### src/rtl/core/scss_pkg.sv
// Shared constants, command codes and stage types of the display scanner.
// No dependencies.
package scss_pkg;

  localparam int unsigned TEXT_DEPTH_DEF = 16;
  localparam int unsigned DIGITS         = 4;
  localparam int unsigned DISPLAYS       = 2;
  localparam int unsigned LED_COUNT      = 4;

  localparam logic [2:0] CMD_TICK   = 3'd0;
  localparam logic [2:0] CMD_BEGIN  = 3'd1;
  localparam logic [2:0] CMD_APPEND = 3'd2;
  localparam logic [2:0] CMD_LED    = 3'd3;
  localparam logic [2:0] CMD_CLEAR  = 3'd4;

  localparam logic [0:0] REG_PERIOD = 1'b0;
  localparam logic [0:0] REG_LEDS   = 1'b1;

  localparam logic DISP_UPPER = 1'b0;
  localparam logic DISP_LOWER = 1'b1;

  localparam logic [3:0] SLOT_LED    = 4'd4;
  localparam logic [3:0] SLOT_UPPER0 = 4'd5;
  localparam logic [3:0] SLOT_LAST   = 4'd8;

  localparam logic [14:0] PERIOD_RST = 15'd500;
  localparam logic [2:0]  LEDS_RST   = 3'd4;
  localparam logic [15:0] COUNT_RST  = 16'd1000;

  localparam logic [7:0] LOWER_SEL [DIGITS] = '{8'h10, 8'h20, 8'h40, 8'h80};
  localparam logic [7:0] UPPER_SEL [DIGITS] = '{8'h01, 8'h02, 8'h04, 8'h08};

  typedef struct packed {
    logic       tick;
    logic       seg_mem;
    logic [7:0] sel_a;
    logic [7:0] sel_b;
    logic [3:0] slot;
  } scss_meta_t;

endpackage

### src/rtl/core/scrolling_seven_segment_scanner.sv
// Top level of the scrolling seven-segment scanner.
// Depends on scss_pkg, scss_ctrl, scss_text_mem, scss_pipe.
//
//   channel  direction  handshake                fields
//   in       input      in_valid_i / in_stall_o  command, display_sel, segments, led_index, led_on
//   out      output     out_valid_o / out_stall_i segment_port, select ports, scan_slot
//   cfg      input      cfg_valid_i / cfg_ready_o cfg_index_i, cfg_data_i
//
// One request per cycle while in_stall_o is low; its result passes the read stage and then the output register.
// The text store read is registered, so the segment byte is taken in the second stage.
// Reset clears scan, scroll and LED state and the latches; the text store is not cleared.
// A stall on the output backs up through the read stage to in_stall_o in the same cycle.
module scrolling_seven_segment_scanner import scss_pkg::*; #(
  parameter int unsigned TEXT_DEPTH = TEXT_DEPTH_DEF
) (
  input  logic        clk_i,
  input  logic        rst_ni,
  input  logic        cfg_valid_i,
  output logic        cfg_ready_o,
  input  logic [0:0]  cfg_index_i,
  input  logic [14:0] cfg_data_i,
  input  logic        in_valid_i,
  output logic        in_stall_o,
  input  logic [2:0]  command_i,
  input  logic        display_sel_i,
  input  logic [7:0]  segments_i,
  input  logic [1:0]  led_index_i,
  input  logic        led_on_i,
  output logic        out_valid_o,
  input  logic        out_stall_i,
  output logic [7:0]  segment_port_o,
  output logic [7:0]  select_port_a_o,
  output logic [7:0]  select_port_b_o,
  output logic [3:0]  scan_slot_o
);

  localparam int unsigned AW = $clog2(TEXT_DEPTH) + 1;

  logic          accept;
  logic          wr_en, rd_en;
  logic [AW-1:0] wr_addr, rd_addr;
  logic [7:0]    wr_data, rd_data;
  scss_meta_t    meta;

  assign cfg_ready_o = 1'b1;

  scss_ctrl #(
    .TEXT_DEPTH(TEXT_DEPTH)
  ) u_ctrl (
    .clk_i        (clk_i),
    .rst_ni       (rst_ni),
    .cfg_valid_i  (cfg_valid_i),
    .cfg_index_i  (cfg_index_i),
    .cfg_data_i   (cfg_data_i),
    .accept_i     (accept),
    .command_i    (command_i),
    .display_sel_i(display_sel_i),
    .segments_i   (segments_i),
    .led_index_i  (led_index_i),
    .led_on_i     (led_on_i),
    .wr_en_o      (wr_en),
    .wr_addr_o    (wr_addr),
    .wr_data_o    (wr_data),
    .rd_en_o      (rd_en),
    .rd_addr_o    (rd_addr),
    .meta_o       (meta)
  );

  scss_text_mem #(
    .TEXT_DEPTH(TEXT_DEPTH)
  ) u_mem (
    .clk_i    (clk_i),
    .wr_en_i  (wr_en),
    .wr_addr_i(wr_addr),
    .wr_data_i(wr_data),
    .rd_en_i  (rd_en),
    .rd_addr_i(rd_addr),
    .rd_data_o(rd_data)
  );

  scss_pipe u_pipe (
    .clk_i          (clk_i),
    .rst_ni         (rst_ni),
    .in_valid_i     (in_valid_i),
    .in_stall_o     (in_stall_o),
    .accept_o       (accept),
    .meta_i         (meta),
    .rd_data_i      (rd_data),
    .out_valid_o    (out_valid_o),
    .out_stall_i    (out_stall_i),
    .segment_port_o (segment_port_o),
    .select_port_a_o(select_port_a_o),
    .select_port_b_o(select_port_b_o),
    .scan_slot_o    (scan_slot_o)
  );

endmodule

### src/rtl/core/scss_text_mem.sv
// Text store for both displays: one write port, one registered read port.
// Depends on scss_pkg.
module scss_text_mem import scss_pkg::*; #(
  parameter int unsigned TEXT_DEPTH = TEXT_DEPTH_DEF,
  localparam int unsigned AW = $clog2(TEXT_DEPTH) + 1
) (
  input  logic          clk_i,
  input  logic          wr_en_i,
  input  logic [AW-1:0] wr_addr_i,
  input  logic [7:0]    wr_data_i,
  input  logic          rd_en_i,
  input  logic [AW-1:0] rd_addr_i,
  output logic [7:0]    rd_data_o
);

  logic [7:0] mem [2**AW];
  logic [7:0] rd_data_q;

  always_ff @(posedge clk_i) begin
    if (wr_en_i) begin
      mem[wr_addr_i] <= wr_data_i;
    end
    if (rd_en_i) begin
      rd_data_q <= mem[rd_addr_i];
    end
  end

  assign rd_data_o = rd_data_q;

endmodule

### src/rtl/core/scss_ctrl.sv
// Scan control: config registers, scroll state, slot counter, select latches,
// text store addressing. Depends on scss_pkg.
module scss_ctrl import scss_pkg::*; #(
  parameter int unsigned TEXT_DEPTH = TEXT_DEPTH_DEF,
  localparam int unsigned AW = $clog2(TEXT_DEPTH) + 1
) (
  input  logic          clk_i,
  input  logic          rst_ni,
  input  logic          cfg_valid_i,
  input  logic [0:0]    cfg_index_i,
  input  logic [14:0]   cfg_data_i,
  input  logic          accept_i,
  input  logic [2:0]    command_i,
  input  logic          display_sel_i,
  input  logic [7:0]    segments_i,
  input  logic [1:0]    led_index_i,
  input  logic          led_on_i,
  output logic          wr_en_o,
  output logic [AW-1:0] wr_addr_o,
  output logic [7:0]    wr_data_o,
  output logic          rd_en_o,
  output logic [AW-1:0] rd_addr_o,
  output scss_meta_t    meta_o
);

  localparam int unsigned PW = AW - 1;
  localparam int unsigned LW = $clog2(TEXT_DEPTH + 1);
  localparam int unsigned OW = $clog2(TEXT_DEPTH + DIGITS);
  localparam int unsigned CW = $clog2(TEXT_DEPTH + 2 * DIGITS);
  localparam logic [LW-1:0] LEN_FULL = LW'(TEXT_DEPTH);
  localparam logic [LW-1:0] LEN_DIG  = LW'(DIGITS);

  logic [14:0]   period_q, period_d;
  logic [2:0]    leds_used_q, leds_used_d;
  logic [3:0]    slot_q, slot_d;
  logic [LW-1:0] len_q [DISPLAYS];
  logic [LW-1:0] len_d [DISPLAYS];
  logic [OW-1:0] off_q [DISPLAYS];
  logic [OW-1:0] off_d [DISPLAYS];
  logic [LED_COUNT-1:0] led_q, led_d;
  logic [15:0]   cnt_q, cnt_d;
  logic          due_q, due_d;
  logic [7:0]    sel_a_q, sel_a_d;
  logic [7:0]    sel_b_q, sel_b_d;

  logic [14:0]   eff_period;
  logic [15:0]   reload_cnt;
  logic [DISPLAYS-1:0] can_scroll;
  logic [OW-1:0] off_tick [DISPLAYS];
  logic [CW-1:0] nx;
  logic          scrolled;
  logic          is_lower, is_led, is_tick;
  logic [1:0]    dig;
  logic          disp;
  logic [CW-1:0] pos;
  logic          blank;
  logic [2:0]    led_n;
  logic [LED_COUNT-1:0] led_bits;
  logic [15:0]   cnt_base, cnt_tick;
  logic          due_tick;
  logic [3:0]    slot_next;
  logic          sel;
  logic          can_append;
  scss_meta_t    meta;

  always_comb begin
    eff_period = (period_q == '0) ? 15'd1 : period_q;
    reload_cnt = {eff_period, 1'b0};

    for (int i = 0; i < DISPLAYS; i++) begin
      can_scroll[i] = len_q[i] > LEN_DIG;
      nx = CW'(off_q[i]) + CW'(1);
      if (nx >= CW'(len_q[i]) + CW'(DIGITS)) begin
        nx = '0;
      end
      off_tick[i] = (due_q && can_scroll[i]) ? OW'(nx) : off_q[i];
    end
    scrolled = due_q && (|can_scroll);

    is_lower = slot_q < SLOT_LED;
    is_led   = slot_q == SLOT_LED;
    is_tick  = command_i == CMD_TICK;
    dig      = is_lower ? slot_q[1:0] : 2'(slot_q - SLOT_UPPER0);
    disp     = is_lower ? DISP_LOWER : DISP_UPPER;
    pos      = CW'(off_tick[disp]) + CW'(dig);
    blank    = pos >= CW'(len_q[disp]);

    led_n = (leds_used_q > 3'(LED_COUNT)) ? 3'(LED_COUNT) : leds_used_q;
    for (int k = 0; k < LED_COUNT; k++) begin
      led_bits[k] = led_q[k] && (3'(k) < led_n);
    end

    meta.tick    = is_tick;
    meta.seg_mem = 1'b0;
    meta.sel_a   = sel_a_q;
    meta.sel_b   = sel_b_q;
    meta.slot    = slot_q;
    if (is_tick) begin
      if (is_lower) begin
        meta.seg_mem = !blank;
        if (!slot_q[1]) begin
          meta.sel_a = LOWER_SEL[dig];
          meta.sel_b = '0;
        end else begin
          meta.sel_a = '0;
          meta.sel_b = LOWER_SEL[dig];
        end
      end else if (is_led) begin
        if (led_n != '0) begin
          meta.sel_a = 8'(led_bits);
        end
      end else begin
        meta.seg_mem = !blank;
        meta.sel_a   = UPPER_SEL[dig];
        meta.sel_b   = '0;
      end
    end

    cnt_base = scrolled ? {1'b0, eff_period} : cnt_q;
    if (cnt_base <= 16'd1) begin
      cnt_tick = {1'b0, eff_period};
      due_tick = 1'b1;
    end else begin
      cnt_tick = cnt_base - 16'd1;
      due_tick = due_q && !scrolled;
    end
    slot_next = (slot_q >= SLOT_LAST) ? '0 : slot_q + 4'd1;

    sel        = display_sel_i;
    can_append = len_q[sel] < LEN_FULL;
  end

  assign wr_en_o   = accept_i && (command_i == CMD_APPEND) && can_append;
  assign wr_addr_o = {sel, len_q[sel][PW-1:0]};
  assign wr_data_o = segments_i;
  assign rd_en_o   = accept_i && meta.seg_mem;
  assign rd_addr_o = {disp, pos[PW-1:0]};
  assign meta_o    = meta;

  always_comb begin
    period_d    = period_q;
    leds_used_d = leds_used_q;
    slot_d      = slot_q;
    len_d       = len_q;
    off_d       = off_q;
    led_d       = led_q;
    cnt_d       = cnt_q;
    due_d       = due_q;
    sel_a_d     = sel_a_q;
    sel_b_d     = sel_b_q;

    if (cfg_valid_i) begin
      unique case (cfg_index_i)
        REG_PERIOD: period_d    = cfg_data_i;
        REG_LEDS:   leds_used_d = cfg_data_i[2:0];
        default:    period_d    = period_q;
      endcase
    end

    if (accept_i) begin
      unique case (command_i)
        CMD_TICK: begin
          off_d   = off_tick;
          cnt_d   = cnt_tick;
          due_d   = due_tick;
          slot_d  = slot_next;
          sel_a_d = meta.sel_a;
          sel_b_d = meta.sel_b;
        end
        CMD_BEGIN: begin
          if (len_q[sel] > LEN_DIG) begin
            for (int i = 0; i < DISPLAYS; i++) begin
              off_d[i] = '0;
            end
            cnt_d = reload_cnt;
            due_d = 1'b0;
          end
          len_d[sel] = '0;
        end
        CMD_APPEND: begin
          if (can_append) begin
            len_d[sel] = len_q[sel] + LW'(1);
          end
        end
        CMD_LED: begin
          led_d[led_index_i] = led_on_i;
        end
        CMD_CLEAR: begin
          for (int i = 0; i < DISPLAYS; i++) begin
            off_d[i] = '0;
            len_d[i] = '0;
          end
          cnt_d = reload_cnt;
          due_d = 1'b0;
        end
        default: begin
          slot_d = slot_q;
        end
      endcase
    end
  end

  always_ff @(posedge clk_i or negedge rst_ni) begin
    if (!rst_ni) begin
      period_q    <= PERIOD_RST;
      leds_used_q <= LEDS_RST;
      slot_q      <= '0;
      for (int i = 0; i < DISPLAYS; i++) begin
        len_q[i] <= '0;
        off_q[i] <= '0;
      end
      led_q   <= '0;
      cnt_q   <= COUNT_RST;
      due_q   <= 1'b0;
      sel_a_q <= '0;
      sel_b_q <= '0;
    end else begin
      period_q    <= period_d;
      leds_used_q <= leds_used_d;
      slot_q      <= slot_d;
      len_q       <= len_d;
      off_q       <= off_d;
      led_q       <= led_d;
      cnt_q       <= cnt_d;
      due_q       <= due_d;
      sel_a_q     <= sel_a_d;
      sel_b_q     <= sel_b_d;
    end
  end

endmodule

### src/rtl/core/scss_pipe.sv
// Read stage and output register with handshake; holds the segment latch.
// Depends on scss_pkg.
module scss_pipe import scss_pkg::*; (
  input  logic       clk_i,
  input  logic       rst_ni,
  input  logic       in_valid_i,
  output logic       in_stall_o,
  output logic       accept_o,
  input  scss_meta_t meta_i,
  input  logic [7:0] rd_data_i,
  output logic       out_valid_o,
  input  logic       out_stall_i,
  output logic [7:0] segment_port_o,
  output logic [7:0] select_port_a_o,
  output logic [7:0] select_port_b_o,
  output logic [3:0] scan_slot_o
);

  logic       s1_valid_q, s1_valid_d;
  scss_meta_t meta_q;
  logic [7:0] seg_q, seg_d;
  logic       out_valid_q, out_valid_d;
  logic [7:0] out_seg_q, out_a_q, out_b_q;
  logic [3:0] out_slot_q;
  logic       out_ready, s1_adv;

  always_comb begin
    out_ready   = !out_valid_q || !out_stall_i;
    s1_adv      = s1_valid_q && out_ready;
    in_stall_o  = s1_valid_q && !out_ready;
    accept_o    = in_valid_i && !in_stall_o;
    s1_valid_d  = accept_o || (s1_valid_q && !s1_adv);
    out_valid_d = s1_adv || (out_valid_q && out_stall_i);
    if (meta_q.tick) begin
      seg_d = meta_q.seg_mem ? rd_data_i : '0;
    end else begin
      seg_d = seg_q;
    end
  end

  always_ff @(posedge clk_i or negedge rst_ni) begin
    if (!rst_ni) begin
      s1_valid_q  <= 1'b0;
      out_valid_q <= 1'b0;
      seg_q       <= '0;
    end else begin
      s1_valid_q  <= s1_valid_d;
      out_valid_q <= out_valid_d;
      if (s1_adv) begin
        seg_q <= seg_d;
      end
    end
  end

  always_ff @(posedge clk_i) begin
    if (accept_o) begin
      meta_q <= meta_i;
    end
    if (s1_adv) begin
      out_seg_q  <= seg_d;
      out_a_q    <= meta_q.sel_a;
      out_b_q    <= meta_q.sel_b;
      out_slot_q <= meta_q.slot;
    end
  end

  assign out_valid_o     = out_valid_q;
  assign segment_port_o  = out_seg_q;
  assign select_port_a_o = out_a_q;
  assign select_port_b_o = out_b_q;
  assign scan_slot_o     = out_slot_q;

endmodule

### config.mk
export PLATFORM = sky130hd
export DESIGN_NAME = scrolling_seven_segment_scanner
export DESIGN_NICKNAME = d
export VERILOG_FILES = /design/src/rtl/core/scss_pkg.sv /design/src/rtl/core/scrolling_seven_segment_scanner.sv /design/src/rtl/core/scss_text_mem.sv /design/src/rtl/core/scss_ctrl.sv /design/src/rtl/core/scss_pipe.sv
export SDC_FILE = /design/constraint.sdc
export NUM_CORES = 1
export LEC_CHECK = 0
export ABC_AREA = 1
export BUFFER_PORTS_ARGS = -buffer_cell sky130_fd_sc_hd__buf_4
export CORE_ASPECT_RATIO = 2
export CORE_MARGIN = 4
export CORE_UTILIZATION = 50
export CTS_CLUSTER_DIAMETER = 50
export DETAILED_ROUTE_END_ITERATION = 16
export MAX_ROUTING_LAYER = met4
export PLACE_DENSITY = 0.67
export SYNTH_ARGS = -nofsm -noshare
export SYNTH_HDL_FRONTEND = slang
export SYNTH_SLANG_ARGS = --single-unit
export TNS_END_PERCENT = 100
### constraint.sdc
create_clock -name clk_i -period 15.62 [get_ports clk_i]
set_input_delay 0.781 -clock clk_i [delete_from_list [all_inputs] [get_ports clk_i]]
set_output_delay 0.781 -clock clk_i [all_outputs]
set_load 0.01 [all_outputs]
# Word-level counts from Yosys, hierarchy flattened
# Memory sizes are Yosys's and may differ from the RTL's. A register that Yosys moved wholly into a read port is not among the register bits.
# Cells that the tools add are included.
# W data, S select, Z words.
[op_classes]
bitwise_logic = 6
add_sub_neg = 9
magnitude_cmp = 21
reduce_logical = 40
n_eq_ne = 7
mux = 52
[op_table]
columns = ["cell", "count"]
rows = [
  ["$mux W8", 9],
  ["$mux W5", 14],
  ["$mux W16", 4],
  ["$pmux W10 S3", 2],
  ["$pmux W16 S3", 1],
  ["$mux W17", 2],
  ["$bmux W8 S2", 2],
  ["$mux W10", 2],
  ["$logic_and A1 B1 Y1", 18],
  ["$le A16 B1 Y1 const B", 1],
  ["$sub A16 B1 Y16 const B", 1],
  ["$add A5 B1 Y5 const B", 3],
  ["$ge A5 B5 Y1", 3],
  ["$gt A5 B3 Y1 const B", 3],
  ["$logic_not A15 Y1", 1],
  ["$mux W15", 1],
  ["$add A5 B3 Y5 const B", 2],
  ["$and A10 B10 Y10", 1],
  ["$bwmux W10", 1],
  ["$not A10 Y10", 1],
  ["$reduce_bool A3 Y1", 3],
  ["$reduce_and A2 Y1", 4],
  ["$logic_not A1 Y1", 7],
  ["$mux W1", 7],
  ["other kinds (33)", 42],
]
[word_totals]
memories = 1
out_inout_bits = 31
elab_cells = 160
regBits = 139
ramBits = 256
input_bits = 36
[mem_list]
columns = ["name", "depth", "width", "read_ports", "rd_ports_with_merged_regs", "wr", "line", "text"]
rows = [
  ["u_mem.mem", 32, 8, 1, 1, 1, "scss_text_mem.sv:16", "logic [7:0] mem [2**AW];"],
]

# Depth between registers and ports, before layout
[logic_depth]
word_depth = 14
mapped_depth = 23
ltp_nobuf = 22

# Modules after synthesis
# From an unflattened synthesis, not the netlist that was laid out.
[hier_totals]
cells_unflattened = 1866
area_unflattened_um2 = 18671.7
[modules_own_cells]
columns = ["module", "instances", "seq_area_each_um2", "area_each_um2", "cells_per_inst"]
rows = [
  ["scss_text_mem", 1, 7927.6, 10867.9, 922],
  ["scss_ctrl", 1, 1993.2, 5751.8, 821],
  ["scss_pipe", 1, 1751.7, 2040.7, 121],
  ["scrolling_seven_segment_scanner", 1, 0.0, 11.3, 2],
]

# Least setup slack after synthesis
# No wires, ideal clock.
[synth_timing]
path_type = "register to register"
start = "register u_ctrl.off_q[0] (netlist name)"
end = "register u_mem.rd_data_q[0] (netlist: u_mem.rd_data_o[0]) (read register of u_mem.mem) (enable)"
arrival_time_ps = 4507
synth_period_minus_slack_ps = 4902
slack_ps = 10718
path_stages_with_launch = 23
setup_ps = 395
cell_sequence = "dfrtp_1 ha_1 nand3_1 xor2_1 ha_1 nand2_1 nor2_1 o21ai_0 nand3_1 nor2_1 o21ai_0 mux2i_1 ha_1 fa_1 nand3b_2 nand2_2 buf_2 inv_1 ha_1 o21a_1 o21a_1 o21a_1 nor4_1"
[synth_via]
elab_chain_len = 14
[synth_rtl]
columns = ["element", "line", "text"]
rows = [
  ["from (decl)", "scss_ctrl.sv:38", "logic [OW-1:0] off_q [DISPLAYS];"],
  ["from (signal, indexed assignment)", "scss_ctrl.sv:210", "off_q[i] <= '0;"],
  ["from (signal assigned)", "scss_ctrl.sv:222", "off_q <= off_d;"],
  ["$add A5 B1 Y5", "scss_ctrl.sv:72", "nx = CW'(off_q[i]) + CW'(1);"],
  ["$ge A5 B5 Y1", "scss_ctrl.sv:73", "if (nx >= CW'(len_q[i]) + CW'(DIGITS)) begin"],
  ["$mux W5", "scss_ctrl.sv:73", ""],
  ["$mux W5 (*)", "scss_ctrl.sv:76", "off_tick[i] = (due_q && can_scroll[i]) ? OW'(nx) : off_q[i];"],
  ["$mux W5 (not written as such) (*) (3 in series)", "scss_ctrl.sv:85", "pos = CW'(off_tick[disp]) + CW'(dig);"],
  ["$add A5 B2 Y5 (*)", "scss_ctrl.sv:85", ""],
  ["$ge A5 B5 Y1 (*)", "scss_ctrl.sv:86", "blank = pos >= CW'(len_q[disp]);"],
  ["$logic_not A1 Y1 (*)", "scss_ctrl.sv:100, scss_ctrl.sv:113", ""],
  ["$mux W1", "scss_ctrl.sv:108", "end else if (is_led) begin"],
  ["$mux W17 (*)", "scss_ctrl.sv:99", "if (is_lower) begin"],
  ["$mux W17 (*)", "scss_ctrl.sv:98", "if (is_tick) begin"],
  ["$logic_and A1 B1 Y1 (*)", "scss_ctrl.sv:136", "assign rd_en_o = accept_i && meta.seg_mem;"],
  ["net rd_en", "scrolling_seven_segment_scanner.sv:40", "logic wr_en, rd_en;"],
  ["to (decl)", "scss_text_mem.sv:17", "logic [7:0] rd_data_q;"],
]
# Mark *: on every way through the listed nets, which the timed path passes. The rest lies on a longest branch. The select of a mux whose other input is x is not followed.
# A chain may end at the register's enable or synchronous reset.

# Worst setup path in the final report
[layout_timing]
start = "register u_ctrl.off_q[0] (netlist name)"
end = "register u_mem.rd_data_q[7] (netlist: u_mem.rd_data_o[7]) (read register of u_mem.mem) (enable)"
# Same word-level chain as after synthesis.

==> impl_metrics.ini <==
[outcome]
result_of_the_run = finished clean

[global_routing]
grt_first_pass_wirelength_mm = 71.3
gr-total-overflow = 0
grt_start_max_net_pins = 89
global_route.usage.total = 0.237
first_global_vias = 13200
antenna_found_initial = 1

[critical_path]
worstSetupPathType = flip-flop to flip-flop
worst_r2r_startpoint = u_ctrl.off_q[0]
worst_setup_path_end_kind = flip-flop
worst_setup_path_start_kind = flip-flop
crit_path_max_fo = 33
worst_ep_arrival_time_ns = 6.12
critical_path_required_ns = 15.87
crit_path_start = u_ctrl.off_q[0]

[power]
power.leakage_uw = 0.00793
cellInternalPower_uw = 2270
totalPowerFinal_uw = 3690
power_density_nw_per_um2 = 182
peakVddDrop_mv = 0.140
clockPowerShare = 0.241
switchingPower_uw = 1430
comb_power_share = 0.404
seq_power_share = 0.355
power.share.switching = 0.386

[floorplanning]
core_footprint_um2 = 36400
chipWidth_um = 144
die_y_um = 279
num_rows = 99
floorplan.initialDensity = 0.506
top_level_ports = 67
dieArea_um2 = 40200

[sta]
fin_crit_sh = 0.376
period_minus_slack_ns = 5.87
fmaxAchievable_mhz = 170
timing.hold.ws_ns = 0.122
final-setup-viol-count = 0
worst-slew-pin-transition_ns = 0.999
setup_total_negative_slack_ns = 0
timing_max_transition_violations_final = 0
final_hold_viol_count = 0
worst_slew_margin_rel = 0.332
finalClockSkew_ns = 0.0252
unrepaired_setup_endpoints_after_global_routing = false

[place]
dp_hpwl_mm = 31.3
place.port_buffers = 65
routabilityCongestion = 0.902

[synth]
synth_seq_cells = 403
yosysTopAreaCellShare = 0.512
synthesized_net_count = 1809
synth_area_leaders = edfxtp_1, dfrtp_1, nand2_1
synth-main-ff-cell = edfxtp_1
syn_inst = 1741
ys.warnings.count = 0
yosysUniqueCellTypes = 51
ys_seq_area_frac = 0.634
yosys-top-cells-count = nand2_1, edfxtp_1, nand3_1, a21oi_1, nor2_1
synth_area_per_cell_um2 = 10.6
synthDominantAreaCellType = edfxtp_1
post-synth-top-count-cell = nand2_1
async_flop_share = 0.221
edff_count_synth = 314
synth.cell_area_um2 = 18400

[detailed_routing]
wl_per_cell_um = 20.4
routed-via-count = 12900
routed.top_layer = met4
drtIter0Drc = 1006
m1WireLength_mm = 15.9
drt_first_pass_iters = 6
final_antenna_net_count = 0
remaining_drc_errors = 0
routed_via_density = 5.74
wl_met2_mm = 25.8
totalWireLength_mm = 46.0
wl_met3_mm = 1.92

[clock_network]
cts.clk_slew.worst_paths_ns = 0.06
tritoncts = built
cts_buffer_depth = 3
tritoncts_sink_count = 403
cts_root_buffer = clkbuf_16
worstSkewPairLatency_ns = 0.55
cts-buffers-inserted = 35
post_cts.repair.setup_buffers = 0
h-tree-depth = 2
cts_hold_buffers = 0
ctsResizeCount = 0

[final_layout]
finalCoreUtilization = 0.559
multiInputGateArea_um2 = 5940
fillCellCount = 3192
area_growth_syn_to_layout_pct = 10.5
ff_latch_area_um2 = 11700
final_layout_size_suffix_gt1_frac = 0.114
final_nets = 1838

[job]
drv.max_cap_violation_count = 0

[hold_path]
holdCritPathClass = input pin to async pin
per-layer routing:
layer,global-route usage,vias to the layer above
met5,-,-
met4,0.112,0
met3,0.0229,131
met2,0.438,393
met1,0.248,6275
li1,-,6134
layout by cell type (no fill, tap or decap), types with 3 or more instances in the layout:
cell       count
nand3_2       14
nor2_1       120
clkinv_2       5
nand3b_1      12
inv_1        102
o22ai_1        7
buf_4         75
nand4_1        4
bufinv_16      4
clkinv_1       5
o21a_1         4
a31oi_1        6
xnor2_1        5
nor3_1         4
ha_1          30
o21ai_1        5
a21oi_1      126
xor2_1        11
nand3_1      136
nand2_1      456
edfxtp_1     314
a21oi_2        5
inv_6          3
inv_2         12
a22oi_1        4
a21o_1         3
dfrtp_1       76
nand2_2       13
nor2_4         3
clkbuf_1       9
a32o_1        66
dfstp_2       13
nor2_2         4
or2_2          4
o21ai_0       74
clkbuf_16     36
layout make-up:
type	count	area share
flip-flops and latches	403	0.573
multi-input cells	1138	0.292
clock buffers	47	0.0473
well taps	454	0.0279
diodes	1	0.000123
repair buffers	75	0.0277
clock inverters	17	0.0101
inverters	117	0.0216
flip-flops by register name, summed over array words and instances, names as in the netlist, 10 cells and up:
| name | flops |
|---|---|
| u_ctrl.len_q | 10 |
| u_pipe.meta_q | 22 |
| u_mem.mem | 256 |
| u_ctrl.period_q | 15 |
| u_ctrl.cnt_q | 16 |
| u_ctrl.off_q | 10 |
worst paths after layout:
path                            cells past startpoint                        end  slack, ns
worst max-delay path                               22         u_mem.rd_data_o[7]       9.75
worst min-delay path                                1            u_pipe.seg_q[4]       0.12
worst max register to register                     22         u_mem.rd_data_o[7]       9.75
worst min register to register                      0  u_pipe.select_port_b_o[2]       0.42
max in group asynchronous                           2            u_ctrl.len_q[2]      14.26
min in group clk_i                                  0  u_pipe.select_port_b_o[2]       0.42
stage by stage:
stage               area, µm²  cells  worst slack (ns)
floorplan               18400   1741             10.72
global placement        19200   2187              9.82
detailed placement      19200   2187              9.80
CTS                     20400   2251              9.80
global route            20400   2252              9.29
finish                  20400   2252              9.75
worst max-delay path, stage by stage, from the launching register on:
cell and delay [ns]:
dfrtp_1 0.43, ha_1 0.21, nand3_1 0.10, xor2_1 0.17, ha_1 0.30, nand2_1 0.07
nor2_1 0.09, o21ai_0 0.10, nand3_1 0.10, nor2_1 0.08, o21ai_0 0.34, mux2i_1 0.19
ha_4 0.20, fa_4 0.44, nand3b_2 0.72, nand2_2 0.77, inv_1 0.11, ha_1 0.31
o21a_1 0.10, o21a_1 0.16, o21a_1 0.17, nor4_1 0.18, buf_4 0.22
power by group through the flow:
stage               Combinational (µW)  Clock [µW]  Sequential (µW)
finish                            1490         891             1310
global route                      1650         948             1320
CTS                               1500         908             1310
detailed placement                1490           0             1330
global placement                  1470           0             1330
floorplan                         1050           0             1320
cell families after synthesis:
group	Yosys count	synth area share
AO/OA/AOI/OAI	306	0.106
XOR/XNOR	16	0.00761
adder cells (fa/ha/maj)	32	0.0221
buffers and inverters	200	0.0453
flip-flops	403	0.634
multiplexers	2	0.00109
other	1	0.000204
AND/OR/NAND/NOR	781	0.185
No activity file was read; power rests on OpenSTA's default activity.
